[src/sv/connectivity_under_vertex_removal_assert.svh]
// ----------------------------------------------------------------------------
// connectivity under vertex removal - assertion macros
// shared concurrent assertion forms, clocked on clk and disabled in reset
// ----------------------------------------------------------------------------
`ifndef CONNECTIVITY_UNDER_VERTEX_REMOVAL_ASSERT_SVH
`define CONNECTIVITY_UNDER_VERTEX_REMOVAL_ASSERT_SVH

// property holds at every edge outside reset
`define CUVR_ASSERT(lbl, prop, msg) \
  lbl: assert property (@(posedge clk) disable iff (!rst_n) prop) \
    else $error(msg);

// consequent holds in the cycle after the antecedent
`define CUVR_ASSERT_NEXT(lbl, ante, cons, msg) \
  lbl: assert property (@(posedge clk) disable iff (!rst_n) (ante) |=> (cons)) \
    else $error(msg);

`endif

[src/sv/cuvr_pkg.sv]
// ----------------------------------------------------------------------------
// cuvr_pkg
// shared constants for the connectivity under vertex removal block
// ----------------------------------------------------------------------------
package cuvr_pkg;

  localparam int MAX_VERTICES_DEF = 32;
  localparam int ROW_W            = 32;
  localparam int ROW_INDEX_W      = 5;
  localparam int VC_W             = 6;
  localparam logic [VC_W-1:0] VC_RESET = 6'd32;

  // input tdata layout, lowest bit first
  localparam int ROW_INDEX_LSB = 0;
  localparam int NROW_LSB      = ROW_INDEX_LSB + ROW_INDEX_W;
  localparam int RMASK_LSB     = NROW_LSB + ROW_W;
  localparam int IN_TDATA_W    = 72;
  localparam int OUT_TDATA_W   = 8;

  localparam logic CMD_LOAD  = 1'b0;
  localparam logic CMD_QUERY = 1'b1;

endpackage

[src/sv/connectivity_under_vertex_removal.sv]
// ----------------------------------------------------------------------------
// connectivity_under_vertex_removal
// graph adjacency store with a reachability walk under a removed-vertex mask
// ----------------------------------------------------------------------------
// usage:
//   in_* is a stream slave. in_tuser is the command: load writes adjacency
//   row row_index, query walks the stored graph with removed_mask applied.
//   out_* is a stream master with one transfer per input transfer:
//   out_tuser is is_answer, out_tdata carries connected and none_left.
//   cfg_* writes vertex_count at any time the block is idle; always ready.
// flow:
//   a load, or a query with every vertex removed, has its result registered
//   and goes straight to the output state. a walking query expands the
//   reached vertices one at a time on the single read port of the adjacency
//   ram: the row of the lowest pending vertex is read while the row that
//   arrived is merged, and a vertex found in the row being merged is picked
//   only after that merge.
//   in_tready is high only while no item is in work.
// reset:
//   rst_n clears the row valid bits (every row reads as zero), the reached and
//   pending sets and the output valid, and sets vertex_count to 32.
// stall:
//   a result holds in the output register until taken; the next item is
//   accepted meanwhile and its result waits in the block.
// ----------------------------------------------------------------------------
`include "connectivity_under_vertex_removal_assert.svh"

module connectivity_under_vertex_removal #(
  parameter int MAX_VERTICES = cuvr_pkg::MAX_VERTICES_DEF
) (
  input  logic                             clk,
  input  logic                             rst_n,
  input  logic                             in_tvalid,
  output logic                             in_tready,
  // row_index[4:0], neighbour_row[36:5], removed_mask[68:37], zeros above
  input  logic [cuvr_pkg::IN_TDATA_W-1:0]  in_tdata,
  // command
  input  logic                             in_tuser,
  output logic                             out_tvalid,
  input  logic                             out_tready,
  // connected[0], none_left[1], zeros above
  output logic [cuvr_pkg::OUT_TDATA_W-1:0] out_tdata,
  // is_answer
  output logic                             out_tuser,
  input  logic                             cfg_valid,
  output logic                             cfg_ready,
  input  logic [cuvr_pkg::VC_W-1:0]        cfg_data
);
  import cuvr_pkg::*;

  localparam int MV        = MAX_VERTICES;
  localparam int VW        = $clog2(MV);
  localparam int ROW_DEPTH = (MV < ROW_W) ? MV : ROW_W;
  localparam int AW        = $clog2(ROW_DEPTH);
  localparam logic [MV-1:0] VONE = {{(MV-1){1'b0}}, 1'b1};

  localparam logic [1:0] ST_IDLE = 2'd0;
  localparam logic [1:0] ST_RUN  = 2'd1;
  localparam logic [1:0] ST_OUT  = 2'd2;

  logic [1:0]      state_r, state_nxt;
  logic [VC_W-1:0] vc_r;
  logic [MV-1:0]   alive_r, alive_nxt;
  logic [MV-1:0]   reached_r, reached_nxt;
  logic [MV-1:0]   pending_r, pending_nxt;
  logic            inflight_r, inflight_nxt;
  logic            rd_ok_r, rd_ok_nxt;
  logic            res_answer_r, res_answer_nxt;
  logic            res_conn_r, res_conn_nxt;
  logic            res_none_r, res_none_nxt;
  logic            out_valid_r, out_valid_nxt;
  logic            out_answer_r, out_answer_nxt;
  logic            out_conn_r, out_conn_nxt;
  logic            out_none_r, out_none_nxt;
  logic [ROW_DEPTH-1:0] row_valid_r;

  // input fields
  logic                   command;
  logic [ROW_INDEX_W-1:0] row_index;
  logic [ROW_W-1:0]       neighbour_row;
  logic [ROW_W-1:0]       removed_mask;

  logic [63:0]   rm64, row64;
  logic [MV-1:0] in_use, alive_in, start_in, removed_ext;
  logic [MV-1:0] pick_iso, row_ext, fresh;
  logic [VW-1:0] pick_idx;
  logic          pick_in_range, load_in_range;
  logic          ram_we;
  logic [ROW_W-1:0] ram_rdata;

  assign command       = in_tuser;
  assign row_index     = in_tdata[ROW_INDEX_LSB +: ROW_INDEX_W];
  assign neighbour_row = in_tdata[NROW_LSB +: ROW_W];
  assign removed_mask  = in_tdata[RMASK_LSB +: ROW_W];

  assign in_tready  = (state_r == ST_IDLE);
  assign cfg_ready  = 1'b1;
  assign out_tvalid = out_valid_r;
  assign out_tuser  = out_answer_r;
  assign out_tdata  = {{(OUT_TDATA_W-2){1'b0}}, out_none_r, out_conn_r};

  // masks over the vertices in use
  always_comb begin
    for (int i = 0; i < MV; i++) begin
      in_use[i] = (vc_r > VC_W'(i));
    end
  end

  assign rm64        = {32'b0, removed_mask};
  assign removed_ext = rm64[MV-1:0];
  assign alive_in    = in_use & ~removed_ext;
  assign start_in    = alive_in & (~alive_in + VONE);

  // lowest pending vertex
  assign pick_iso = pending_r & (~pending_r + VONE);
  always_comb begin
    pick_idx = '0;
    for (int i = 0; i < MV; i++) begin
      if (pick_iso[i]) begin
        pick_idx = pick_idx | VW'(i);
      end
    end
  end

  assign pick_in_range = ({1'b0, pick_idx} < (VW+1)'(ROW_DEPTH));
  assign load_in_range = ({2'b0, row_index} < 7'(MV));

  // rows past the store or never loaded read as zero
  assign row64   = {32'b0, ram_rdata};
  assign row_ext = row64[MV-1:0] & {MV{rd_ok_r}};
  assign fresh   = inflight_r ? (row_ext & alive_r & ~reached_r) : '0;

  always_comb begin
    state_nxt      = state_r;
    alive_nxt      = alive_r;
    reached_nxt    = reached_r;
    pending_nxt    = pending_r;
    inflight_nxt   = inflight_r;
    rd_ok_nxt      = rd_ok_r;
    res_answer_nxt = res_answer_r;
    res_conn_nxt   = res_conn_r;
    res_none_nxt   = res_none_r;
    out_valid_nxt  = out_valid_r && !out_tready;
    out_answer_nxt = out_answer_r;
    out_conn_nxt   = out_conn_r;
    out_none_nxt   = out_none_r;
    ram_we         = 1'b0;
    case (state_r)
      ST_IDLE: begin
        if (in_tvalid) begin
          if (command == CMD_LOAD) begin
            ram_we         = load_in_range;
            res_answer_nxt = 1'b0;
            res_conn_nxt   = 1'b0;
            res_none_nxt   = 1'b0;
            state_nxt      = ST_OUT;
          end else begin
            alive_nxt      = alive_in;
            res_answer_nxt = 1'b1;
            if (alive_in == '0) begin
              reached_nxt  = '0;
              pending_nxt  = '0;
              res_conn_nxt = 1'b0;
              res_none_nxt = 1'b1;
              state_nxt    = ST_OUT;
            end else begin
              reached_nxt  = start_in;
              pending_nxt  = start_in;
              inflight_nxt = 1'b0;
              state_nxt    = ST_RUN;
            end
          end
        end
      end
      ST_RUN: begin
        // issue the next row read while merging the one that arrived
        inflight_nxt = (pending_r != '0);
        rd_ok_nxt    = pick_in_range && row_valid_r[pick_idx[AW-1:0]];
        pending_nxt  = (pending_r & ~pick_iso) | fresh;
        reached_nxt  = reached_r | fresh;
        if (pending_r == '0 && !inflight_r) begin
          res_conn_nxt = (reached_r == alive_r);
          res_none_nxt = 1'b0;
          state_nxt    = ST_OUT;
        end
      end
      ST_OUT: begin
        if (!out_valid_r || out_tready) begin
          out_valid_nxt  = 1'b1;
          out_answer_nxt = res_answer_r;
          out_conn_nxt   = res_conn_r;
          out_none_nxt   = res_none_r;
          state_nxt      = ST_IDLE;
        end
      end
      default: begin
        state_nxt = ST_IDLE;
      end
    endcase
  end

  always_ff @(posedge clk) begin
    if (!rst_n) begin
      state_r     <= ST_IDLE;
      vc_r        <= VC_RESET;
      reached_r   <= '0;
      pending_r   <= '0;
      inflight_r  <= 1'b0;
      out_valid_r <= 1'b0;
    end else begin
      state_r     <= state_nxt;
      reached_r   <= reached_nxt;
      pending_r   <= pending_nxt;
      inflight_r  <= inflight_nxt;
      out_valid_r <= out_valid_nxt;
      if (cfg_valid && cfg_ready) begin
        vc_r <= cfg_data;
      end
    end
  end

  always_ff @(posedge clk) begin
    alive_r      <= alive_nxt;
    rd_ok_r      <= rd_ok_nxt;
    res_answer_r <= res_answer_nxt;
    res_conn_r   <= res_conn_nxt;
    res_none_r   <= res_none_nxt;
    out_answer_r <= out_answer_nxt;
    out_conn_r   <= out_conn_nxt;
    out_none_r   <= out_none_nxt;
  end

  // one valid bit per row, all rows read as zero after reset
  always_ff @(posedge clk) begin
    if (!rst_n) begin
      row_valid_r <= '0;
    end else if (ram_we) begin
      row_valid_r[row_index[AW-1:0]] <= 1'b1;
    end
  end

  cuvr_ram #(
    .WIDTH (ROW_W),
    .DEPTH (ROW_DEPTH)
  ) u_rows (
    .clk   (clk),
    .we    (ram_we),
    .waddr (row_index[AW-1:0]),
    .wdata (neighbour_row),
    .raddr (pick_idx[AW-1:0]),
    .rdata (ram_rdata)
  );

  `CUVR_ASSERT(a_pending_in_reached, (pending_r & ~reached_r) == '0, "pending vertex not reached")
  `CUVR_ASSERT(a_reached_alive, (state_r == ST_RUN) |-> ((reached_r & ~alive_r) == '0), "reached a dead vertex")
  `CUVR_ASSERT(a_inflight_run, inflight_r |-> (state_r == ST_RUN), "row read outside walk")
  `CUVR_ASSERT_NEXT(a_walk_done, state_r == ST_RUN && pending_r == '0 && !inflight_r, state_r == ST_OUT, "walk did not finish")

endmodule

[src/sv/cuvr_ram.sv]
// ----------------------------------------------------------------------------
// cuvr_ram
// generic single write port, single read port ram with registered read
// ----------------------------------------------------------------------------
module cuvr_ram #(
  parameter int WIDTH = 32,
  parameter int DEPTH = 32
) (
  input  logic                     clk,
  input  logic                     we,
  input  logic [$clog2(DEPTH)-1:0] waddr,
  input  logic [WIDTH-1:0]         wdata,
  input  logic [$clog2(DEPTH)-1:0] raddr,
  output logic [WIDTH-1:0]         rdata
);

  logic [WIDTH-1:0] mem [DEPTH];

  always_ff @(posedge clk) begin
    if (we) begin
      mem[waddr] <= wdata;
    end
    rdata <= mem[raddr];
  end

endmodule

[config.mk]
export PLATFORM = sky130hd
export DESIGN_NAME = connectivity_under_vertex_removal
export DESIGN_NICKNAME = d
export VERILOG_FILES = /design/src/sv/cuvr_pkg.sv /design/src/sv/connectivity_under_vertex_removal.sv /design/src/sv/cuvr_ram.sv
export VERILOG_INCLUDE_DIRS = /design/src /design/src/sv
export SDC_FILE = /design/constraint.sdc
export NUM_CORES = 2
export LEC_CHECK = 0
export BUFFER_PORTS_ARGS = -buffer_cell sky130_fd_sc_hd__buf_4
export CORE_ASPECT_RATIO = 1.5
export CORE_MARGIN = 2
export CORE_UTILIZATION = 50
export DETAILED_ROUTE_END_ITERATION = 10
export PLACE_DENSITY = 0.67
export RECOVER_POWER = 100
export SYNTH_ARGS = -nofsm -noshare
export SYNTH_HDL_FRONTEND = slang
export SYNTH_HIERARCHICAL = 1
export SYNTH_SLANG_ARGS = --single-unit
[constraint.sdc]
create_clock -name clk -period 6.7 [get_ports clk]
set_clock_uncertainty 0.15 [all_clocks]
set_input_delay 1.34 -clock clk [delete_from_list [all_inputs] [get_ports clk]]
set_output_delay 1.34 -clock clk [all_outputs]
set_load 0.03 [all_outputs]
==> results.cfg <==
[outcome]
status = finished, violations left
violations = capacitance limit, slew limit

[timing]
setup_violations = 0
whs_ns = 0.2736
timing.final.crit_share_pct = 87.82
timing.fmax_mhz = 169.9
fin_crit_ns = 5.884
slew_headroom_pct = -131.2
worst_pin_slew_ns = 3.455
drv_slew = 935
finalSetupTns_ns = 0
timing.final.hold_violations = 0
rsz0062_at_grt = no

[pwr]
p_sw_share_pct = 28.15
pwr-share-comb_pct = 19.7
intPower_mw = 13.23
pwr-share-clk_pct = 33.9
switchingPower_mw = 5.186
seqPwrFrac_pct = 46.4
total_leakage_power_nw = 18.47
ir_drop_v = 0.0002338
power_density_nw_per_um2 = 341.8

[cts]
post_cts_buffers = 0
numClockSinks = 1201
path_clk_slew_ns = 0.06
holdBufCountCts = 0
cts_inserted_buffers = 108
htree_num_levels = 3
clock_latency_ns = 0.72
ctsResizeCount = 0
cts_tree = done
root_buffer = clkbuf_16
clockBufferDepth = 3

[global_routing]
antenna_found_initial = 9
grt_overflow = 0
grt_pass1_wl_mm = 183.0
grt_max_degree = 123
grt_pass1_vias = 28105
grt_use_total_pct = 25.01

[floorplan]
die_area_um2 = 100100
die_h_um = 386.4
core_area_um2 = 96870
initial_utilization_pct = 50.32
die_w_um = 258.9
row_count = 140
io_pins = 96

[cells_and_area]
regArea_um2 = 34680
nFillCells = 7676
multi_input_area_um2 = 12720
finish.utilization_pct = 55.64
drive_above_1_share_pct = 8.039
nNetsFinal = 3474
syn_to_final_growth_pct = 10.58

[logic_synthesis]
synth_top_area_cell = edfxtp_1
post-synth-top-count-cell = edfxtp_1
ys.flop_type = edfxtp_1
synth_top_cells_by_count = 1063 x edfxtp_1, 524 x mux2i_1, 236 x nor2_1
syn_area_um2 = 48740
yosys_warnings = 6
yosysSeqAreaShare_pct = 71.16
synth_enable_flop_cells = 1063
ys_types = 81
synth_area_per_cell_um2 = 14.71
ys_ff_latch = 1201
syn_inst = 3314
async_reset_ff_share_pct = 0
synth_top_area_share_pct = 65.49
synthTopCellsByArea = edfxtp_1 65%, mux2i_1 11%, dfxtp_1 5.7%

[critical_path]
end_kind = register
crit_fanout = 20
r2r_slack_ns = 1.06
start_kind = input port
rr_worst_depth = 6
r2r-start = state_r[1]
arrival_ns = 6.05
cp.required_ns = 6.86
r2r_end = u_rows/mem[2][9]
crit_type = in2reg

[route]
drt_iter0_markers = 2661
vias = 28914
ant_nets = 0
drt-total-wl_mm = 125.8
post_drt_wl_per_cell_um = 26.41
vias_per_cell = 6.072
drc = 0
first_pass_iters = 5

[min_path]
holdCritStartpoint = res_answer_r
min_path_type = reg2reg
min_to = out_tuser
whs_path_depth = 0

[placement]
gp_congestion = 0.9866
io_buffers = 85
dp_hpwl_mm = 74.64

[run]
maxCapViolations = 43
-- worst max path at each step --
stage,startpoint,to,slack (ns),cells past startpoint
after floorplan,in_tvalid,u_rows/mem[12][0],2.43,5
after global placement,pending_r[0],u_rows/rdata[14],1.86,13
after detailed placement,pending_r[0],u_rows/rdata[5],1.82,13
after CTS,pending_r[0],u_rows/rdata[5],1.81,13
after global routing,pending_r[0],rd_ok_r,0.69,12
final,in_tvalid,u_rows/mem[2][9],0.82,6
-- worst max-delay path: stages --
cell and delay, ns:
clkbuf_1 0.16, nand2_1 0.15, nor2_1 0.42, nand3b_1 0.43, nor2_1 2.50, clkbuf_1 1.01
-- sequential cells by signal, indices dropped and copies added (netlist names), 2 cells and up --
signal	flops
alive_r	32
pending_r	32
reached_r	32
row_valid_r	32
state_r	2
u_rows/mem	1024
u_rows/rdata	32
vc_r	6
-- stage by stage --
| stage | power (mW) | area [µm²] | worst slack (ns) | std cells |
|---|---|---|---|---|
| CTS | 18.52 | 54520 | 1.806 | 4761 |
| global placement | 12.31 | 50910 | 1.857 | 4558 |
| finish | 18.42 | 53900 | 0.8158 | 4762 |
| global route | 19.05 | 53900 | 0.6853 | 4762 |
| floorplan | 11.18 | 48760 | 2.429 | 3319 |
| detailed placement | 12.34 | 50910 | 1.820 | 4558 |
-- layer usage --
layer | track usage [%] | up-vias | part of all wire, %
li1 | - | 12944 | -
met3 | 3.819 | 317 | 6.2
met4 | 12.38 | 10 | 5.3
met1 | 30.83 | 14591 | 39
met2 | 42.71 | 1052 | 50
met5 | 0 | - | 0.054
-- power by group through the flow --
stage          logic (mW)  clock network (mW)  registers [mW]
2_1_floorplan        2.67                   0            8.51
3_3_place_gp         3.62                   0            8.69
3_5_place_dp         3.66                   0            8.69
4_1_cts              3.67                6.33            8.53
5_1_grt              3.88                6.62            8.54
6_report             3.64                6.24            8.54
-- placed cells by master, fill, tap and decap left out, drive strengths merged, types with 5 or more instances in the layout --
cell type,n
a21boi,5
nor2b,16
o22ai,13
o21ai,77
clkbuf,217
xor2,6
conb,7
nor3,59
nand3b,18
nand3,134
or3,10
nor2,236
edfxtp,1063
clkinv,44
a221oi,10
a22o,68
mux2i,524
inv,62
nand4,16
nor4,29
and2,7
a21oi,194
a22oi,107
or3b,6
a21o,11
or2,9
o31ai,6
o211ai,5
a31oi,40
clkinvlp,8
bufinv,11
a211oi,18
buf,78
or4,6
nand2b,11
nand2,160
dfxtp,138
-- final cells by class --
type	instances	area share [%]
multi-input cells	1862	23.59
diodes	1	0.004643
clock inverters	67	1.189
inverters	58	0.4434
repair buffers	159	1.959
clock buffers	136	5.495
flip-flops and latches	1201	64.35
well taps	1278	2.967
-- kinds of logic after synthesis --
family | Yosys count | share of synthesized area, %
flip-flops | 1201 | 71.16
AND/OR/NAND/NOR | 732 | 7.205
AO/OA/AOI/OAI | 592 | 8.024
multiplexers | 524 | 10.76
buffers and inverters | 256 | 2.713
XOR/XNOR | 7 | 0.1258
other | 2 | 0.01541
(Power assumes the default switching activity.)
